<file path="config.mk">
export PLATFORM = sky130hd
export DESIGN_NAME = sapm_cell
export DESIGN_NICKNAME = d
export VERILOG_FILES = /design/src/rtl/core/sapm_pkg.sv /design/src/rtl/core/sapm_cell.sv
export SDC_FILE = /design/constraint.sdc
export NUM_CORES = 1
export LEC_CHECK = 0
export BUFFER_PORTS_ARGS = -buffer_cell sky130_fd_sc_hd__clkbuf_2
export CELL_PAD_IN_SITES_DETAIL_PLACEMENT = 1
export CELL_PAD_IN_SITES_GLOBAL_PLACEMENT = 2
export CORE_ASPECT_RATIO = 1.5
export CORE_UTILIZATION = 27
export CTS_BUF_LIST = sky130_fd_sc_hd__clkbuf_8
export CTS_CLUSTER_SIZE = 40
export DETAILED_ROUTE_END_ITERATION = 7
export GPL_ROUTABILITY_DRIVEN = 0
export PLACE_DENSITY_LB_ADDON = 0.05
export REMOVE_ABC_BUFFERS = 1
export SETUP_SLACK_MARGIN = 0.2
export SLEW_MARGIN = 20
export SYNTH_ARGS = -nofsm -noshare
export SYNTH_HDL_FRONTEND = slang
export SYNTH_SLANG_ARGS = --single-unit
</file>
<file path="constraint.sdc">
create_clock -name clock -period 3.5 [get_ports clock]
set_input_delay 0.7 -clock clock [delete_from_list [all_inputs] [get_ports clock]]
set_output_delay 0.7 -clock clock [all_outputs]
set_load 0.05 [all_outputs]
</file>
<file path="src/rtl/core/sapm_pkg.sv">
// ----------------------------------------------------------------------------
// sapm_pkg: shared types and constants of the slot allocator
// Holds the command codes, register addresses and the structs that travel
// along the cell chain and from the controller to the cells.
// ----------------------------------------------------------------------------
package sapm_pkg;

   localparam int DEFAULT_SLOTS = 64;
   localparam int MAX_SLOTS     = 1024;
   localparam int IDX_W         = $clog2(MAX_SLOTS);
   localparam int ADDRESSABLE   = 64;
   localparam int POS_W         = 32;
   localparam int ACT_W         = 7;
   localparam int SLOT_W        = 6;
   localparam int DATA_W        = 32;
   localparam int ADDR_W        = 3;

   localparam logic [ACT_W-1:0] ACTIVE_RESET = ACT_W'(64);

   localparam logic CMD_ALLOCATE = 1'b0;
   localparam logic CMD_FREE     = 1'b1;

   localparam logic REG_ACTIVE_SLOTS = 1'b0;

   typedef struct packed {
      logic             valid;
      logic             free_found;
      logic [IDX_W-1:0] free_idx;
      logic             map_found;
      logic [IDX_W-1:0] map_idx;
   } token_type;

   typedef struct packed {
      logic             alloc_en;
      logic [IDX_W-1:0] alloc_idx;
      logic             unmap_en;
      logic [IDX_W-1:0] unmap_idx;
      logic             release_en;
      logic [IDX_W-1:0] release_idx;
   } commit_type;

endpackage

</file>
<file path="src/rtl/core/sapm_cell.sv">
// ----------------------------------------------------------------------------
// sapm_cell: one storage slot of the allocator chain
// Holds the occupied flag, mapped flag and recorded position of one slot,
// marks itself on the passing search token and applies broadcast updates.
// ----------------------------------------------------------------------------
module sapm_cell #(
   parameter int INDEX = 0
) (
   input  logic                      clock,
   input  logic                      reset,
   input  logic [sapm_pkg::POS_W-1:0] position,
   input  logic [sapm_pkg::ACT_W-1:0] active_slots,
   input  sapm_pkg::token_type       token_in,
   output sapm_pkg::token_type       token_out,
   input  sapm_pkg::commit_type      commit
);
   import sapm_pkg::*;

   localparam bit IN_RANGE = INDEX < ADDRESSABLE;
   localparam logic [ACT_W-1:0] IDX_A = IN_RANGE ? ACT_W'(INDEX) : '0;
   localparam logic [IDX_W-1:0] MY_IDX = IDX_W'(INDEX);

   logic             occupied_ff, occupied_in;
   logic             mapped_ff, mapped_in;
   logic [POS_W-1:0] pos_ff, pos_in;
   token_type        token_ff, token_nxt_in;
   logic             free_ok;
   logic             map_hit;

   assign free_ok = IN_RANGE && !occupied_ff && (active_slots > IDX_A);
   assign map_hit = mapped_ff && (pos_ff == position);

   always_comb begin
      token_nxt_in = token_in;
      if (token_in.valid && !token_in.free_found && free_ok) begin
         token_nxt_in.free_found = 1'b1;
         token_nxt_in.free_idx   = MY_IDX;
      end
      if (token_in.valid && !token_in.map_found && map_hit) begin
         token_nxt_in.map_found = 1'b1;
         token_nxt_in.map_idx   = MY_IDX;
      end
   end

   always_comb begin
      occupied_in = occupied_ff;
      mapped_in   = mapped_ff;
      pos_in      = pos_ff;
      if (commit.alloc_en && commit.alloc_idx == MY_IDX) begin
         occupied_in = 1'b1;
         mapped_in   = 1'b1;
         pos_in      = position;
      end
      if (commit.unmap_en && commit.unmap_idx == MY_IDX) begin
         mapped_in = 1'b0;
      end
      if (commit.release_en && commit.release_idx == MY_IDX) begin
         occupied_in = 1'b0;
         mapped_in   = 1'b0;
         pos_in      = '1;
      end
   end

   always_ff @(posedge clock) begin
      if (reset) begin
         occupied_ff <= 1'b0;
         mapped_ff   <= 1'b0;
         pos_ff      <= '1;
         token_ff    <= '0;
      end else begin
         occupied_ff <= occupied_in;
         mapped_ff   <= mapped_in;
         pos_ff      <= pos_in;
         token_ff    <= token_nxt_in;
      end
   end

   assign token_out = token_ff;

endmodule

</file>
---- Word-level counts from Yosys, hierarchy flattened ----
Index checks and enable logic that the tools add are counted.
Widths: inputs -> output; s select.
cells by class
  $lt $le $gt $ge ......................... 1
  equality and inequality tests ........... 1
  muxes and demuxes ....................... 2
  reduce and logical (&&, ||, !) cells .... 19
operators with widths
  cell                count
  $eq 32x32->1        1
  $logic_not 10->1    3
  $mux 11             2
  $logic_and 1x1->1   9
  $gt 7x1->1 const B  1
  $reduce_or 2->1     3
  $logic_not 1->1     3
  $reduce_or 3->1     1
word-level totals
  register bits ........................... 57
  bits of input ports ..................... 97
  output and inout bits ................... 23

---- Longest topological paths before layout ----
  word-level depth ........................ 4
  depth in mapped cells ................... 6
  mapped depth without buffers ............ 4

---- Least setup slack after synthesis ----
No wires, ideal clock.
  path type ............................... input to register
  start ................................... input position[26] (netlist bit)
  end ..................................... register token_ff (netlist bit token_out[0])
  arrival ................................. 1.809 ns
  data required time ...................... 3.333 ns
  path slack .............................. 1.525 ns
  stages .................................. 4
  path through ............................ xnor2_1 or3b_1 nor4_4 a311oi_1
between the ends
  longest elaborated chain between the ends .. 4
ends and longest elaborated chain
  element                           line             RTL
  start: declaration                sapm_cell.sv:11  input logic [sapm_pkg::POS_W-1:0] position,
  $eq 32x32->1                      sapm_cell.sv:31  assign map_hit = mapped_ff && (pos_ff == position);
  $logic_and 1x1->1                 sapm_cell.sv:31
  $logic_and 1x1->1                 sapm_cell.sv:39  if (token_in.valid && !token_in.map_found && map_hit) begin
  $reduce_or 2->1 (no source line)  n/a
  end signal: assignment            sapm_cell.sv:74  token_ff <= token_nxt_in;
  end: declaration                  sapm_cell.sv:26  token_type token_ff, token_nxt_in;
Every way passes these cells.
A chain may end at the register's enable or synchronous reset.

---- Final worst setup path ----
  start ................................... input position[25] (netlist bit)
  end ..................................... register token_ff (netlist bit token_out[8])
Same word-level chain as after synthesis.

==> flow_summary.toml <==
[sta]
hold_ws_ps = 458.0
slew_headroom_pct = 35.86
finalCritPeriodShare_pct = 59.90
setup_violations = 0
max_slew.worst_pin.slew_ps = 954.2
fin_ws_ps = 1404
finClkSkew_ps = 6.499
final.setup.tns_ps = 0
rsz0062_at_grt = "false"
fmax_ghz = 0.4770
fin_crit_ps = 2096
finalHoldViolCount = 0
maxSlewViolCount = 0

[floorplan]
coreArea_um2 = 8516
die_x_um = 78.80
row_count = 41
die_area_um2 = 9234
start_util_pct = 28.05
top_level_ports = 120
fp.dieH_um = 117.2

[synthesis]
synth-xor-area-share_pct = 11.73
syn_area_um2 = 2389
synthSimpleGateAreaFrac_pct = 31.06
ys_ff_latch = 57
ys.warnings.count = 0
synth_top_family_by_area = "simple AND/OR/NAND/NOR gates"
synth_fa_ha_area_share_pct = 0
synth.area.mux_share_pct = 0
synth_seq_area_share_pct = 47.77
yosysUniqueCellTypes = 29
synth_cells = 277
avgSynthCellArea_um2 = 8.623
synth_compound_area_share_pct = 5.500

[clock_tree]
cts_tree = "yes"
cts_buffers = 9
clk_pin_slew_ps = 60
root_buffer = "clkbuf_8"
cts_sinks = 57
clk_path_buf_depth = 2
post_cts_resized = 0
postCtsHoldBufs = 0
post_cts_buffers = 0
cts-htree-levels = 3
worstSkewPairLatency_ps = 330

[power_and_ir_drop]
vdd_drop_max_mv = 0.1703
power_switching_mw = 0.3698
power.combinational.fraction_pct = 12.7
pwr_density_cell_nw_per_um2 = 446.7
report.power.total_mw = 1.488
power.leakage_nw = 1.629
internal-power_mw = 1.118
power_frac_seq_pct = 44.9
pwr-share-clk_pct = 42.5
p_sw_share_pct = 24.86

[global_route]
gr-max-usage-layer = "met2"
use_met1_pct = 17.54
grt_pass1_vias = 2342
grt-ovfl-total = 0
grt_usage_pct = 16.02
grt_pass1_wl_um = 11140
grt_antenna_before_repair = 0
grt_max_degree = 33
grt_use_met2_pct = 28.70
met3_usage_pct = 4.729

[detailed_routing]
drc = 0
vias_per_cell = 4.650
totalWireLength_um = 7041
antenna_left = 0
drtIter0Drc = 90
wl_per_cell_um = 13.78
vias = 2376
dr.pass1.iters = 4

[worst_setup_path]
r2r_cells = 4
reg2reg_slack_ps = 1530
required_ps = 3660
crit_fanout = 10
r2r_start = "pos_ff[25]"
cp-end-kind = "flip-flop"
crit_type = "primary input to flip-flop"
r2r-end = "token_out[8]"
cp-start-kind = "primary input"
worstPathArrival_ps = 2260

[layout]
final-instance-count-excl-fill = 511
diodes = 0
nets = 496
layout_common_cells = "clkbuf_2 (119), nand2_1 (65), dfxtp_1 (57), nand3_1 (35), xnor2_1 (29)"
syn2layout_area_growth_pct = 39.44
nFillCells = 1089
drive_above_1_share_pct = 34.90
final_common_cell = "clkbuf_2"

[flow_run]
cap_viol_max_count = 0

[placed_design]
io_buffers = 119
preCtsSetupSlack_ps = 1056
placed_cells = 495
hpwl_um = 5477

[status]
status = "finished clean"

[min_path]
hold_path.class = "flip-flop to flip-flop"
min_delay_path_depth = 1
min_to = "occupied_ff"
min_from = "occupied_ff"
[flip-flops by register name, indices dropped and copies added (netlist names)]
register,count
pos_ff,32
mapped_ff,1
occupied_ff,1
token_out,23
[worst max path at each step]
stage                 start            to
6_report       position[25]  token_out[8]
5_1_grt        position[23]  token_out[9]
4_1_cts        position[25]  token_out[8]
3_5_place_dp   position[25]  token_out[8]
3_3_place_gp     commit[24]     pos_ff[5]
2_1_floorplan     commit[6]     mapped_ff
[metal layers]
layer	wire length (um)	up-vias
met5	0	-
met4	79	0
met3	518	5
met2	3533	95
met1	2909	1085
li1	-	1191
[Yosys cell counts]
cell type	count	share of area, %
buf_2	3	0.63
nand2_1	65	10
and2_1	10	2.6
and3_1	1	0.26
nand2b_1	1	0.26
o21a_1	1	0.31
clkbuf_1	9	1.4
nor4_2	1	0.52
nor4_4	1	0.89
a21oi_1	2	0.42
o211a_1	1	0.42
or3b_1	1	0.37
nand4bb_1	1	0.47
or3_1	1	0.26
nor4_1	7	1.8
nor2_1	3	0.47
nand4_1	13	3.4
nor3_1	4	0.84
inv_1	12	1.9
a311oi_1	10	3.7
nor2b_1	1	0.26
nand3_1	35	7.3
nor3b_1	1	0.31
xor2_1	3	1.1
nor4b_1	2	0.73
a31oi_1	1	0.26
dfxtp_1	57	48
xnor2_1	29	11
a32o_1	1	0.42
[critical path, stage by stage]
cell and delay, ps:
clkbuf_2 100, xnor2_1 230, nand4_1 150, nor4_2 860, a311oi_1 220
[logic make-up (layout without fill, tap and decap cells)]
kind of cell / after synthesis / in the layout
compound gates: 16 / 16
flops: 57 / 57
xor+xnor: 32 / 32
buf+inv: 24 / 151
simple gates: 148 / 148
[through the flow]
stage	util [%]	instance area, um2
4_1_cts	39.05	3326
5_1_grt	39.11	3331
3_5_place_dp	36.61	3118
3_3_place_gp	36.61	3118
2_1_floorplan	-	2340
6_report	39.11	3331
[power by group through the flow]
stage / registers [mW] / clock network [mW] / logic [mW]
2_1_floorplan: 0.732 / 0 / 0.0456
3_3_place_gp: 0.682 / 0 / 0.190
3_5_place_dp: 0.682 / 0 / 0.191
4_1_cts: 0.668 / 0.655 / 0.192
5_1_grt: 0.668 / 0.688 / 0.206
6_report: 0.667 / 0.632 / 0.189
[cell type report]
type | count | area, um2 | area share, %
clock buffer | 12 | 165.2 | 4.959
timing repair buffer | 123 | 638.1 | 19.16
tap | 107 | 133.9 | 4.020
clock inverter | 4 | 42.54 | 1.277
inverter | 12 | 45.04 | 1.352
sequential | 57 | 1141 | 34.26
multi-input combinational | 196 | 1165 | 34.97
Note: power is estimated with default switching activity, not from simulation.
